==> src/rtl/touch_digit_tone_generator_top_assert.svh <==
// Assertion macros shared by the touch digit tone generator RTL.
`ifndef TOUCH_DIGIT_TONE_GENERATOR_TOP_ASSERT_SVH
`define TOUCH_DIGIT_TONE_GENERATOR_TOP_ASSERT_SVH

// Check a condition in the same cycle as its trigger.
`define TDTG_ASSERT_NOW(label, trig, cond) \
  label: assert property (@(posedge clk) disable iff (!rst_n) (trig) |-> (cond)) \
    else $error("tdtg assertion failed");

// Check a condition in the cycle after its trigger.
`define TDTG_ASSERT_NEXT(label, trig, cond) \
  label: assert property (@(posedge clk) disable iff (!rst_n) (trig) |=> (cond)) \
    else $error("tdtg assertion failed");

`endif

==> src/rtl/tdtg_pkg.sv <==
// Package for the touch digit tone generator: widths, codes, payload types, helpers.
package tdtg_pkg;

  localparam int NUM_CH    = 4;
  localparam int THR_W     = 22;
  localparam int CFG_IDX_W = 3;
  localparam int PRESS_W   = 5;
  localparam int DIGIT_W   = 4;
  localparam int FREQ_W    = 14;
  localparam int DIVS_W    = FREQ_W + 1;
  localparam int HP_W      = 19;

  localparam int DEF_TICK_RATE    = 1000000;
  localparam int DEF_HZ_PER_COUNT = 50;
  localparam int DEF_PRESS_WRAP   = 20;
  localparam int DEF_COUNT_WIDTH  = 16;

  localparam logic [FREQ_W-1:0] DEC_THOUSAND = FREQ_W'(1000);
  localparam logic [FREQ_W-1:0] DEC_HUNDRED  = FREQ_W'(100);
  localparam logic [FREQ_W-1:0] DEC_TEN      = FREQ_W'(10);

  // Threshold reset values, channel 3 first
  localparam logic [NUM_CH-1:0][THR_W-1:0] OFF_RESET = {
    THR_W'(56550), THR_W'(49000), THR_W'(52750), THR_W'(60400)
  };
  localparam logic [NUM_CH-1:0][THR_W-1:0] ON_RESET = {
    THR_W'(56320), THR_W'(48750), THR_W'(52600), THR_W'(60000)
  };

  typedef enum logic [1:0] {
    ACT_EDGE   = 2'd0,
    ACT_WINDOW = 2'd1,
    ACT_TICK   = 2'd2,
    ACT_NONE   = 2'd3
  } action_t;

  typedef enum logic [1:0] {
    KEY_OFF     = 2'd0,
    KEY_ON      = 2'd1,
    KEY_UNKNOWN = 2'd2,
    KEY_NONE    = 2'd3
  } key_status_t;

  typedef struct packed {
    logic [1:0] action;
    logic [1:0] channel;
  } tdtg_in_t;

  typedef struct packed {
    logic [1:0]         key_status;
    logic [DIGIT_W-1:0] digit_thousands;
    logic [DIGIT_W-1:0] digit_hundreds;
    logic [DIGIT_W-1:0] digit_tens;
    logic [DIGIT_W-1:0] digit_units;
    logic [FREQ_W-1:0]  tone_frequency;
    logic               wave_level;
  } tdtg_out_t;

  // Form the decimal frequency from four digits
  function automatic logic [FREQ_W-1:0] freq_of(input logic [DIGIT_W-1:0] d0,
                                                input logic [DIGIT_W-1:0] d1,
                                                input logic [DIGIT_W-1:0] d2,
                                                input logic [DIGIT_W-1:0] d3);
    freq_of = FREQ_W'(d0) * DEC_THOUSAND + FREQ_W'(d1) * DEC_HUNDRED
            + FREQ_W'(d2) * DEC_TEN + FREQ_W'(d3);
  endfunction

endpackage

==> src/rtl/touch_digit_tone_generator_top.sv <==
// Touch digit tone generator: key classification, press digits and tone divider.
// An oscillator edge, a time tick or an unused action goes from idle straight to the
// output state. A window end passes the multiply, compare and frequency states; one
// that leaves the frequency at zero then goes to output. Any other runs the restoring
// divider, forming TICK_RATE / (2 f) one quotient bit per cycle over DIV_W bits, where
// DIV_W is the bit width of TICK_RATE, then the return and output states. in_stall stays
// high from acceptance until the result is loaded into the output register, so the
// next transaction can be accepted at the edge after that load at the earliest; a
// result held by out_stall delays loading of the next one.
`include "touch_digit_tone_generator_top_assert.svh"

module touch_digit_tone_generator_top import tdtg_pkg::*; #(
  parameter int TICK_RATE    = DEF_TICK_RATE,
  parameter int HZ_PER_COUNT = DEF_HZ_PER_COUNT,
  parameter int PRESS_WRAP   = DEF_PRESS_WRAP,
  parameter int COUNT_WIDTH  = DEF_COUNT_WIDTH
) (
  input  logic                 clk,
  input  logic                 rst_n,
  input  logic                 in_valid,
  output logic                 in_stall,
  input  tdtg_in_t             in_data,
  output logic                 out_valid,
  input  logic                 out_stall,
  output tdtg_out_t            out_data,
  input  logic                 cfg_we,
  input  logic [CFG_IDX_W-1:0] cfg_index,
  input  logic [THR_W-1:0]     cfg_wdata
);

  localparam int HZ_W  = COUNT_WIDTH + $clog2(HZ_PER_COUNT + 1);
  localparam int CMP_W = (HZ_W > THR_W) ? HZ_W : THR_W;
  localparam int DIV_W = $clog2(TICK_RATE + 1);
  localparam int BIT_W = $clog2(DIV_W);
  localparam int QX_W  = (DIV_W > HP_W) ? DIV_W : HP_W;
  localparam logic [DIV_W-1:0] DIVIDEND = DIV_W'(TICK_RATE);

  typedef enum logic [6:0] {
    S_IDLE = 7'b0000001,
    S_MUL  = 7'b0000010,
    S_CMP  = 7'b0000100,
    S_FREQ = 7'b0001000,
    S_DIV  = 7'b0010000,
    S_RET  = 7'b0100000,
    S_OUT  = 7'b1000000
  } state_t;

  state_t state_r;

  logic [NUM_CH-1:0][THR_W-1:0]       thr_off_r;
  logic [NUM_CH-1:0][THR_W-1:0]       thr_on_r;
  logic [NUM_CH-1:0][COUNT_WIDTH-1:0] edge_counter_r;
  logic [NUM_CH-1:0]                  seen_off_r;
  logic [NUM_CH-1:0]                  seen_on_r;
  logic [NUM_CH-1:0][PRESS_W-1:0]     press_count_r;
  logic [HP_W-1:0]                    half_period_r;
  logic [HP_W-1:0]                    tick_counter_r;
  logic                               wave_running_r;
  logic                               wave_out_r;
  logic                               out_valid_r;
  tdtg_out_t                          out_data_r;

  // Datapath registers, no reset needed
  logic [1:0]             ch_r;
  logic [1:0]             status_r;
  logic [COUNT_WIDTH-1:0] cnt_r;
  logic [HZ_W-1:0]        hz_r;
  logic [DIVS_W-1:0]      div_r;
  logic [DIVS_W-1:0]      rem_r;
  logic [DIV_W-1:0]       q_r;
  logic [BIT_W-1:0]       bit_r;

  logic                   in_acc;
  logic                   out_load;
  logic [CMP_W-1:0]       hz_ext;
  logic                   is_off;
  logic                   is_on;
  logic                   off_nxt;
  logic                   on_nxt;
  logic [PRESS_W-1:0]     press_inc;
  logic [FREQ_W-1:0]      freq_now;
  logic [DIVS_W:0]        rem_shift;
  logic                   q_bit;
  logic [DIVS_W-1:0]      rem_nxt;
  logic [QX_W-1:0]        q_ext;
  logic [HP_W-1:0]        hp_nxt;
  logic [HP_W-1:0]        tick_inc;
  logic                   press_in_range;

  assign in_stall  = (state_r != S_IDLE);
  assign in_acc    = in_valid && !in_stall;
  assign out_valid = out_valid_r;
  assign out_data  = out_data_r;
  assign out_load  = (state_r == S_OUT) && (!out_valid_r || !out_stall);

  // Classify the latched count against the channel's thresholds
  assign hz_ext = CMP_W'(hz_r);
  assign is_off = hz_ext > CMP_W'(thr_off_r[ch_r]);
  assign is_on  = !is_off && (hz_ext < CMP_W'(thr_on_r[ch_r]));
  assign off_nxt   = seen_off_r[ch_r] || is_off;
  assign on_nxt    = seen_on_r[ch_r] || is_on;
  assign press_inc = press_count_r[ch_r] + PRESS_W'(1);

  assign freq_now = freq_of(press_count_r[0][PRESS_W-1:1], press_count_r[1][PRESS_W-1:1],
                            press_count_r[2][PRESS_W-1:1], press_count_r[3][PRESS_W-1:1]);

  // Every press count stays below the wrap value
  assign press_in_range = (press_count_r[0] < PRESS_W'(PRESS_WRAP)) &&
                          (press_count_r[1] < PRESS_W'(PRESS_WRAP)) &&
                          (press_count_r[2] < PRESS_W'(PRESS_WRAP)) &&
                          (press_count_r[3] < PRESS_W'(PRESS_WRAP));

  // One restoring division step
  always_comb begin
    rem_shift = {rem_r, DIVIDEND[bit_r]};
    q_bit     = rem_shift >= {1'b0, div_r};
    if (q_bit) begin
      rem_nxt = DIVS_W'(rem_shift - {1'b0, div_r});
    end else begin
      rem_nxt = rem_shift[DIVS_W-1:0];
    end
  end

  // Clamp the quotient to the half period range
  always_comb begin
    q_ext = QX_W'(q_r);
    if (q_ext == '0) begin
      hp_nxt = HP_W'(1);
    end else if (q_ext > QX_W'({HP_W{1'b1}})) begin
      hp_nxt = {HP_W{1'b1}};
    end else begin
      hp_nxt = q_ext[HP_W-1:0];
    end
  end

  assign tick_inc = tick_counter_r + HP_W'(1);

  // Sequencer and block state
  always_ff @(posedge clk) begin
    if (!rst_n) begin
      state_r        <= S_IDLE;
      thr_off_r      <= OFF_RESET;
      thr_on_r       <= ON_RESET;
      edge_counter_r <= '0;
      seen_off_r     <= '0;
      seen_on_r      <= '0;
      press_count_r  <= '0;
      half_period_r  <= '0;
      tick_counter_r <= '0;
      wave_running_r <= 1'b0;
      wave_out_r     <= 1'b0;
      out_valid_r    <= 1'b0;
    end else begin
      // Take threshold writes; even index is the off threshold
      if (cfg_we) begin
        for (int i = 0; i < NUM_CH; i++) begin
          if (cfg_index == CFG_IDX_W'(2 * i)) begin
            thr_off_r[i] <= cfg_wdata;
          end
          if (cfg_index == CFG_IDX_W'(2 * i + 1)) begin
            thr_on_r[i] <= cfg_wdata;
          end
        end
      end

      // Drop the result once taken, load a new one
      if (out_load) begin
        out_valid_r <= 1'b1;
      end else if (!out_stall) begin
        out_valid_r <= 1'b0;
      end

      case (state_r)
        S_IDLE: begin
          if (in_acc) begin
            case (in_data.action)
              ACT_EDGE: begin
                edge_counter_r[in_data.channel] <=
                  edge_counter_r[in_data.channel] + COUNT_WIDTH'(1);
                state_r <= S_OUT;
              end
              ACT_WINDOW: begin
                edge_counter_r[in_data.channel] <= '0;
                state_r <= S_MUL;
              end
              ACT_TICK: begin
                if (wave_running_r) begin
                  if (tick_inc >= half_period_r) begin
                    wave_out_r     <= !wave_out_r;
                    tick_counter_r <= '0;
                  end else begin
                    tick_counter_r <= tick_inc;
                  end
                end
                state_r <= S_OUT;
              end
              default: begin
                state_r <= S_OUT;
              end
            endcase
          end
        end
        S_MUL: begin
          state_r <= S_CMP;
        end
        S_CMP: begin
          // Step the press count once both an off and an on are seen
          if (off_nxt && on_nxt) begin
            seen_off_r[ch_r] <= 1'b0;
            seen_on_r[ch_r]  <= 1'b0;
            if (press_inc >= PRESS_W'(PRESS_WRAP)) begin
              press_count_r[ch_r] <= '0;
            end else begin
              press_count_r[ch_r] <= press_inc;
            end
          end else begin
            seen_off_r[ch_r] <= off_nxt;
            seen_on_r[ch_r]  <= on_nxt;
          end
          state_r <= S_FREQ;
        end
        S_FREQ: begin
          if (freq_now == '0) begin
            wave_running_r <= 1'b0;
            state_r        <= S_OUT;
          end else begin
            state_r <= S_DIV;
          end
        end
        S_DIV: begin
          if (bit_r == '0) begin
            state_r <= S_RET;
          end
        end
        S_RET: begin
          // Restart the wave only when the half period changes or it was stopped
          if (hp_nxt != half_period_r || !wave_running_r) begin
            half_period_r  <= hp_nxt;
            tick_counter_r <= '0;
            wave_running_r <= 1'b1;
          end
          state_r <= S_OUT;
        end
        S_OUT: begin
          if (out_load) begin
            state_r <= S_IDLE;
          end
        end
        default: begin
          state_r <= S_IDLE;
        end
      endcase
    end
  end

  // Datapath: latch the count, scale it, run the divider, hold the result
  always_ff @(posedge clk) begin
    if (in_acc) begin
      ch_r     <= in_data.channel;
      cnt_r    <= edge_counter_r[in_data.channel];
      status_r <= KEY_NONE;
    end
    if (state_r == S_MUL) begin
      hz_r <= HZ_W'(cnt_r) * HZ_W'(HZ_PER_COUNT);
    end
    if (state_r == S_CMP) begin
      if (is_off) begin
        status_r <= KEY_OFF;
      end else if (is_on) begin
        status_r <= KEY_ON;
      end else begin
        status_r <= KEY_UNKNOWN;
      end
    end
    if (state_r == S_FREQ) begin
      div_r <= {freq_now, 1'b0};
      rem_r <= '0;
      q_r   <= '0;
      bit_r <= BIT_W'(DIV_W - 1);
    end
    if (state_r == S_DIV) begin
      rem_r <= rem_nxt;
      q_r   <= {q_r[DIV_W-2:0], q_bit};
      bit_r <= bit_r - BIT_W'(1);
    end
    if (out_load) begin
      out_data_r.key_status      <= status_r;
      out_data_r.digit_thousands <= press_count_r[0][PRESS_W-1:1];
      out_data_r.digit_hundreds  <= press_count_r[1][PRESS_W-1:1];
      out_data_r.digit_tens      <= press_count_r[2][PRESS_W-1:1];
      out_data_r.digit_units     <= press_count_r[3][PRESS_W-1:1];
      out_data_r.tone_frequency  <= freq_now;
      out_data_r.wave_level      <= wave_out_r;
    end
  end

  // Checks on the sequencer, the divider and the wave state
  `TDTG_ASSERT_NEXT(a_busy_after_accept, in_acc, in_stall)
  `TDTG_ASSERT_NOW(a_div_rem_below, state_r == S_DIV, rem_r < div_r)
  `TDTG_ASSERT_NOW(a_tick_below_half, wave_running_r, tick_counter_r < half_period_r)
  `TDTG_ASSERT_NOW(a_press_below_wrap, 1'b1, press_in_range)

endmodule
==> config.mk <==
export PLATFORM = sky130hd
export DESIGN_NAME = touch_digit_tone_generator_top
export DESIGN_NICKNAME = d
export VERILOG_FILES = /design/src/rtl/tdtg_pkg.sv /design/src/rtl/touch_digit_tone_generator_top.sv
export VERILOG_INCLUDE_DIRS = /design/src /design/src/rtl
export SDC_FILE = /design/constraint.sdc
export NUM_CORES = 1
export LEC_CHECK = 0
export ABC_AREA = 1
export BUFFER_PORTS_ARGS = -buffer_cell sky130_fd_sc_hd__buf_2
export CAP_MARGIN = 20
export CORE_ASPECT_RATIO = 1.2
export CORE_MARGIN = 5
export CORE_UTILIZATION = 50
export DETAILED_ROUTE_END_ITERATION = 7
export PLACE_DENSITY = 0.66
export SLEW_MARGIN = 30
export SYNTH_ARGS = -nofsm -noshare
export SYNTH_HDL_FRONTEND = slang
export SYNTH_SLANG_ARGS = --single-unit
==> constraint.sdc <==
create_clock -name clk -period 5 [get_ports clk]
set_input_delay 0.25 -clock clk [delete_from_list [all_inputs] [get_ports clk]]
set_output_delay 0.25 -clock clk [all_outputs]
set_load 0.01 [all_outputs]
After elaboration in Yosys (flattened, before gate mapping)
Memories as Yosys holds them, arrays and structs flattened. A register that Yosys moved wholly into a read port is not among the register bits.
Index checks and enable logic that the tools add are counted.
Word-level totals
  register bits: 444
  ROM bits: 32
  input bits: 34
  output and inout bits: 35
  logic and storage cells: 195
  memories: 1
Memory list
  (no name shown): words 32, bits a word 1, read ports 1, clocked after Yosys merged registers in 1, write ports 0, RTL line touch_digit_tone_generator_top.sv:115  | rem_shift = {rem_r, DIVIDEND[bit_r]};
Operators by class
  add/subtract/negate cells: 8
  multipliers: 4
  order comparisons: 11
  eq/ne operators: 26
  muxes and demuxes: 58
  bitwise gates (word level): 7
  reductions and logical operators: 41
Operators with widths (count)
  $mux 19: 7
  $pmux 64 s2: 1
  $bmux 22 s2: 2
  $and 64x64->64: 1
  $bwmux 64: 1
  $not 64->64: 1
  $mux 20: 3
  $pmux 7 s7: 1
  $mux 15: 3
  $mux 22: 2
  $pmux 19 s2: 1
  $mux 7: 5
  $bmux 16 s2: 1
  $demux 16 s2: 1
  $mux 16: 2
  $mux 5: 5
  $gt 22x22->1: 1
  $lt 22x22->1: 1
  $mul 16x5->21 const B: 1
  $and 20x20->20: 1
  $bwmux 20: 1
  $gt 20x19->1 const B: 1
  $logic_not 20->1: 1
  $not 20->20: 1
  other kinds (55): 110

Logic depth before layout (Yosys ltp)
Gate-level depths: netlist of run 1.
  word-level depth: 8
  gate-level depth with buffers: 26
  gate-level depth less buffers: 26

Worst setup path before layout of run 1
No wires, ideal clock.
  path type: register to register
  from: reg press_count_r[3] (netlist bit)
  to: reg state_r[6]
  library setup time: 0.070 ns
  data arrival time: 4.224 ns
  data required time: 4.930 ns
  slack: 0.706 ns
  stages on the path, launching flop included: 23
  path buffers: 0
  clock period less this slack: 4.294 ns
  path through: dfxtp_1 > fa_1 > inv_1 > fa_1 > inv_1 > ha_1 > nand2_1 > o21ai_0 > xor2_1 > inv_1 > ha_1 > ha_1 > ha_1 > nand2_1 > inv_1 > a21oi_1 > nand2_1 > xor2_1 > nor2_1 > nand4_1 > nand2_1 > nand2_1 > a21oi_1
Between the ends
  word-level cells in the longest chain between the ends: 7
RTL lines
  start: declaration: RTL line touch_digit_tone_generator_top.sv:55  | logic [NUM_CH-1:0][PRESS_W-1:0] press_count_r;
  start signal: indexed assignment: RTL line touch_digit_tone_generator_top.sv:214  | press_count_r[ch_r] <= press_inc;
  $mul 4x7->11: RTL line tdtg_pkg.sv:64  | freq_of = FREQ_W'(d0) * DEC_THOUSAND + FREQ_W'(d1) * DEC_HUNDRED
  $add 14x11->14: RTL line tdtg_pkg.sv:64
  $add 14x8->14: RTL line tdtg_pkg.sv:65  | + FREQ_W'(d2) * DEC_TEN + FREQ_W'(d3);
  $add 14x4->14: RTL line tdtg_pkg.sv:65
  net freq_now[11]: RTL line touch_digit_tone_generator_top.sv:81  | logic [FREQ_W-1:0] freq_now;
  $logic_not 14->1: RTL line touch_digit_tone_generator_top.sv:223  | if (freq_now == '0) begin
  $mux 7: RTL line touch_digit_tone_generator_top.sv:223
  $pmux 7 s7: RTL line touch_digit_tone_generator_top.sv:173  | case (state_r)
  end signal: assignment: RTL line touch_digit_tone_generator_top.sv:180  | state_r <= S_OUT;
  end signal: assignment: RTL line touch_digit_tone_generator_top.sv:225  | state_r <= S_OUT;
  end signal: assignment: RTL line touch_digit_tone_generator_top.sv:227  | state_r <= S_DIV;
  end: declaration: RTL line touch_digit_tone_generator_top.sv:48  | state_t state_r;
The timed path passes the listed nets, and every way through them passes these cells.
A chain may end at the register's enable or synchronous reset.

Worst setup path after layout of run 1
Same ends and word-level chain as after synthesis.

==> reports/qor.yml, run 1 <==
cells_and_area:
  layout-drive-gt1-share_pct: 8.328
  antenna_cells: 0
  syn2layout_area_growth_pct: 10.23
  fin_nets: 3332
floorplan:
  row_count: 88
  dieArea_sq_um: 53420
  die_h_um: 252.2
  core-area_sq_um: 48230
  die_x_um: 211.8
  pin_count: 69
  initial_utilization_pct: 50.68
synth:
  syn_inst: 3066
  yosys_most_used_dff: "dfxtp_1"
  synth_fp_nets: 3314
  syn_area_per_cell_sq_um: 7.972
  synth_most_common_cell: "nand2_1"
  postSynth.asyncResetShare_pct: 0
  yosysWarnings: 0
  synth_enable_flop_cells: 127
  synth_common_cells: "567 x nand2_1, 452 x nor2_1, 337 x inv_1"
  ys_seq_area_share_pct: 41.57
  ys_top_cells_by_area: "dfxtp_1 26%, edfxtp_1 16%, ha_1 9.5%, nand2_1 8.7%, nor2_1 6.9%"
  yosysUniqueCellTypes: 66
  syn_area_sq_um: 24440
  yosysTopAreaCellShare_pct: 25.96
  synth_area_leader_cell: "dfxtp_1"
  ys_ff_latch: 444
power_and_ir_drop:
  power.density_nw_per_um2: 332.5
  sw_frac_of_total_pct: 28.84
  p_comb_share_pct: 17.4
  switchingPower_uw: 2584
  power.total_uw: 8959
  p_int_uw: 6375
  irDropWorstVdd_mv: 0.2322
  power.leakage_uw: 0.01240
  seq_power_share_pct: 44.0
  clkPwrFrac_pct: 38.6
grt:
  overflow: 0
  grt_pass1_wl_mm: 103.1
  grt_antenna_before_repair: 0
  grt_pass1_vias: 20336
  grt_max_degree: 89
  grt_usage_pct: 23.29
place:
  finalWeightedCongestion: 0.8507
  portBuffers: 68
  dp_hpwl_mm: 43.42
worst_setup_path:
  cp.arrival_ns: 5.12
  crit_type: "flip-flop to flip-flop"
  worstPathRequired_ns: 5.51
  end_kind: "flip-flop"
  path_cells: "fa_1 > inv_1 > fa_1 > inv_1 > ha_1 > nand2_1 > o21ai_2 > xor2_1 > inv_1 > ha_1 > ha_1 > ha_1 > inv_1 > o21ai_0 > a21oi_1 > nand2_1 > xor2_1 > nor2_1 > nand4_1 > nand2_1 > nand2_1 > a21oi_1"
  cpPeakStageDelay_ns: 0.56
  critPathSlowestCell: "fa_1"
  cp_max_fo: 5
  worstSetupStartpointType: "flip-flop"
clock_network:
  cts_buffers: 46
  clockRootBuffer: "clkbuf_16"
  cts_max_level: 2
  cts_tree: "yes"
  clkLatencyLatePin_ns: 0.60
  cts_num_sinks: 444
  cts_buffer_depth: 3
  cts.reportedPaths.clkPinSlew_ns: 0.06
worst_hold_path:
  min-delay-path-class: "input pin to flip-flop"
outcome:
  outcome: "complete, no violations"
detailed_routing:
  wl_per_cell_um: 16.99
  drt_wl_total_mm: 63.73
  via_per_inst: 5.517
  drt_first_pass_iters: 6
  ant_nets: 0
  drc_errors: 0
  vias: 20700
  first_iter_violations: 1608
timing:
  hold_viol: 0
  max_slew_margin_pct: 32.43
  finalCritPeriodShare_pct: 92.19
  skew_ns: 0.01913
  post-route-min-period_ns: 4.609
  report.final.setup_viol: 0
  fin_tns_setup_ns: 0
  worst_pin_slew_ns: 1.012
  fmax_mhz: 217.0
  rsz0062_at_grt: "no"
  slew_violations: 0
run:
  maxCapViolCount: 0
[flip-flops by register name (all words and copies together), names as in the netlist]
name            flops
wave_running_r      1
out_data           32
rem_shift           1
div_r              14
seen_on_r           4
status_r            2
tick_counter_r     19
seen_off_r          4
wave_out_r          1
half_period_r      19
q_ext              20
bit_r               5
cnt_r              16
hz_ext             21
press_count_r      20
thr_on_r           88
edge_counter_r     64
thr_off_r          88
out_valid           1
rem_r              15
ch_r                2
state_r             7
[critical path: cells and delay by family, from the launching register on]
kind,cells,cell delay (ns)
flip-flops,1,0.33
AND/OR/NAND/NOR,6,0.74
buffers and inverters,4,0.29
AO/OA/AOI/OAI,4,0.45
adder cells (fa/ha/maj),6,2.37
XOR/XNOR,2,0.34
[power by group through the flow]
stage	combinational [uW]	clock (uW)	sequential [uW]
3_3_place_gp	1510	0	4010
6_report	1560	3460	3940
4_1_cts	1570	3520	3940
5_1_grt	1770	3680	3950
3_5_place_dp	1550	0	4020
2_1_floorplan	1130	0	3990
[final cells by class]
class	instances	area, sq um
fill	4341	21280
multi-input combinational	2130	12380
sequential	444	10160
inverter	344	1304
clock buffer	66	1276
timing repair buffer	118	809.5
tap	630	788.3
clock inverter	20	224.0
[cell usage in the layout (no fill, tap or decap), types with 46 or more instances in the layout]
master | synthesis | layout
clkbuf_16 | 0 | 46
edfxtp_1 | 127 | 127
o21ai_0 | 206 | 205
nand2_1 | 567 | 565
a22o_1 | 46 | 46
inv_1 | 337 | 331
nand4_1 | 54 | 54
buf_2 | 18 | 67
a21oi_1 | 190 | 189
nor2_1 | 452 | 448
dfxtp_1 | 317 | 315
ha_1 | 185 | 185
nand3_1 | 145 | 145
[per-stage QoR]
stage | utilization (%) | area, sq um | setup slack, ns | hold WS, ns | std cells
4_1_cts | 55.82 | 26920 | 0.1055 | 0.01105 | 3751
2_1_floorplan | - | 24440 | 0.7055 | 0.3489 | 3066
3_3_place_gp | 52.29 | 25220 | 0.1953 | 0.4052 | 3645
3_5_place_dp | 52.30 | 25220 | 0.1203 | 0.4092 | 3645
5_1_grt | 55.87 | 26940 | 0.01131 | 0.01484 | 3752
6_report | 55.87 | 26940 | 0.3906 | 0.03373 | 3752
[metal layers]
layer	share of wire, %	track usage, %	wire [um]
met1	42	28.51	26750
met2	50	41.90	31810
met3	4.9	3.253	3145
met4	3.2	8.045	2022
met5	0	0	0
[path summary, 6_finish.rpt]
kind	cells after the start	slack, ns	from	endpoint
max	22	0.39	press_count_r[3]	state_r[6]
min	3	0.03	cfg_wdata[19]	thr_off_r[85]
max reg2reg	22	0.39	press_count_r[3]	state_r[6]
min reg2reg	0	0.42	status_r[1]	out_data[32]
[cells by family after synthesis]
logic type | after synthesis | share of synthesized area [%]
simple gates | 1319 | 23.42
xor+xnor | 55 | 1.971
flops | 444 | 41.57
compound gates | 542 | 13.23
fa+ha+maj | 214 | 11.85
buf+inv | 492 | 7.970
[repair_timing]
action | in CTS | in global routing
hold buffers | 20 | 0
hold endpoints to repair | 126 | 0
setup buffers | 0 | 1
setup endpoints to repair | 0 | 3
resized for setup | 0 | 6
Power figures use the tool's default switching activity.
==> run 2: changes to the inputs <==
--- a/config.mk
+++ b/config.mk
@@ -13,7 +13,7 @@
 export CORE_MARGIN = 5
 export CORE_UTILIZATION = 50
 export DETAILED_ROUTE_END_ITERATION = 7
-export PLACE_DENSITY = 0.66
+export PLACE_DENSITY = 0.73
 export SLEW_MARGIN = 30
 export SYNTH_ARGS = -nofsm -noshare
 export SYNTH_HDL_FRONTEND = slang
==> reports/qor.yml, run 2 (synthesis gave the netlist of run 1 again) <==
timing:
  max_slew_margin_pct: 31.51  # -0.92 points
  setup_slack_ns: 0.3063  # -0.08429 ns
  slew_violations: 0  # unchanged
  post-route-min-period_ns: 4.694  # +0.08429 ns
  fin_tns_setup_ns: 0  # unchanged
  finalCritPeriodShare_pct: 93.87  # +1.7 points
  worst_pin_slew_ns: 1.026  # +0.01374 ns
  report.final.setup_viol: 0  # unchanged
  hold_viol: 0  # unchanged
  skew_ns: 0.02089  # +0.001761 ns
  fmax_mhz: 213.1  # -1.8%
cells_and_area:
  fin_nets: 3329  # -0.090%
  fillers: 4299  # -0.97%
  layout_commonest_cell: "nand2_1"
  syn2layout_area_growth_pct: 10.68
  layout-drive-gt1-share_pct: 8.275  # -0.053 points
  utilization_pct: 56.09  # +0.23 points
  layout_common_cells: "565 x nand2_1, 448 x nor2_1, 334 x inv_1, 315 x dfxtp_1, 204 x o21ai_0"
  reg_top3: "thr_off_r: 88 flops, thr_on_r: 88 flops, edge_counter_r: 64 flops"
detailed_routing:
  drc_errors: 0  # unchanged
  wl_per_cell_um: 17.05  # +0.38%
  vias: 20986  # +1.4%
  ant_nets: 0  # unchanged
  via_per_inst: 5.595  # +1.4%
  first_iter_violations: 1749  # +8.8%
  drt_first_pass_iters: 6  # unchanged
  drt_wl_total_mm: 63.95  # +0.35%
clock_network:
  cts_tree: "yes"
  cts_buffers: 45  # -2.2%
  post_cts_buffers: 0  # unchanged
  cts_max_level: 2  # unchanged
  cts.reportedPaths.clkPinSlew_ns: 0.07  # about the same
  cts_num_sinks: 444  # unchanged
  cts_buffer_depth: 3  # unchanged
  clockRootBuffer: "clkbuf_16"
  clkLatencyLatePin_ns: 0.60  # about the same
place:
  dp_hpwl_mm: 43.19  # -0.54%
  finalWeightedCongestion: 0.8948  # +5.2%
  place_ws_ns: 0.1050  # -0.01528 ns
  portBuffers: 68  # unchanged
floorplan:
  die_x_um: 211.8  # unchanged
  die_h_um: 252.2  # unchanged
  dieArea_sq_um: 53420  # unchanged
  core-area_sq_um: 48230  # unchanged
  row_count: 88  # unchanged
  pin_count: 69  # unchanged
  initial_utilization_pct: 50.68  # unchanged
grt:
  overflow: 0  # unchanged
  grt_antenna_before_repair: 3  # +3
  grt_max_degree: 165  # +85%
  grt_pass1_vias: 20666  # +1.6%
  grt_usage_pct: 23.34  # +0.046 points
  grt_pass1_wl_mm: 103.8  # +0.62%
worst_setup_path:
  cp_max_fo: 6  # +1
  worstSetupStartpointType: "flip-flop"
  crit_type: "flip-flop to flip-flop"
  reg2reg_from: "press_count_r[2]"
  end_kind: "flip-flop"
  worstPathRequired_ns: 5.51  # about the same
  cp.arrival_ns: 5.21  # +0.09 ns
  cp-startpoint: "press_count_r[2]"
power_and_ir_drop:
  irDropWorstVdd_mv: 0.2575  # +11%
  power.density_nw_per_um2: 337.2  # +1.4%
  power.leakage_uw: 0.01241  # +0.14%
run:
  maxCapViolCount: 0  # unchanged
outcome:
  outcome: "complete, no violations"
worst_hold_path:
  min-delay-path-class: "input pin to flip-flop"
  worstHoldStart: "in_data[0]"
==> run 2: cell types whose count changed in the layout (fill, tap and decap cells not counted), sizes merged <==
cell / before / now
diode: 0 / 3
dlygate4sd3: 20 / 23
clkbuf: 66 / 57
bufinv: 3 / 7
buf: 98 / 93
inv: 344 / 346
clkinv: 16 / 17
==> run 2: path summary, 6_finish.rpt <==
check | to | slack, ns | cells past startpoint
max | state_r[6] | 0.31 | 24
min | ch_r[0] | 0.02 | 1
max reg2reg | state_r[6] | 0.31 | 24
min reg2reg | out_data[32] | 0.43 | 0
==> run 2: layout make-up <==
class	count	area (sq um)	share of cell area, %
Timing Repair Buffer	116	818.3	3.025
Antenna cell	3	7.507	0.02775
Sequential cell	444	10160	37.57
Inverter	344	1304	4.819
Tap cell	630	788.3	2.914
Clock buffer	57	1201	4.440
Clock inverter	27	371.6	1.374
Multi-Input combinational cell	2130	12400	45.84
==> run 2: per-layer routing <==
layer  track usage [%]  vias up  wire (um)
li1                  -    10213          -
met1             28.81     9958      26020
met2             41.68      665      32420
met3             2.831      150       3485
met4             8.763        0       2022
met5                 0        -          0
==> run 2: what timing repair did <==
action | CTS | global route
endpoints found under the setup margin | 0 | 5
endpoints found under the hold margin | 129 | 0
resized for setup | 0 | 11
hold buffers | 23 | 0
==> run 2: power by group <==
group	switching (uW)	leakage, uW	total [uW]	internal (uW)
Combinational	1020	0.00800	1580	560
Clock	1510	0.000772	3610	2100
Sequential	74.6	0.00364	3940	3860
==> run 2: critical path, stage by stage (launching register included) <==
cell and delay [ns]:
dfxtp_2 0.36, fa_2 0.61, inv_1 0.10, fa_1 0.52
inv_1 0.04, ha_1 0.35, nand2_1 0.10, o21ai_2 0.17
xor2_1 0.16, inv_1 0.06, ha_1 0.30, ha_1 0.34
ha_4 0.30, inv_1 0.05, o21ai_1 0.15, a21oi_1 0.06
nand2_1 0.10, nand2_1 0.06, nand2_1 0.08, nand3_1 0.10
nand2_1 0.13, nand4_1 0.19, nand2_1 0.12, nand2_1 0.05
a21oi_1 0.11
==> run 2: through the flow <==
stage	std cells	area [sq um]	hold slack, ns	total power, uW
after CTS	3748	27010	0.004501	9170
after floorplan	3066	24440	0.3489	5122
after detailed placement	3641	25200	0.4115	5556
after global placement	3641	25200	0.4052	5514
after global routing	3751	27050	0.003828	9532
final	3751	27050	0.02345	9121
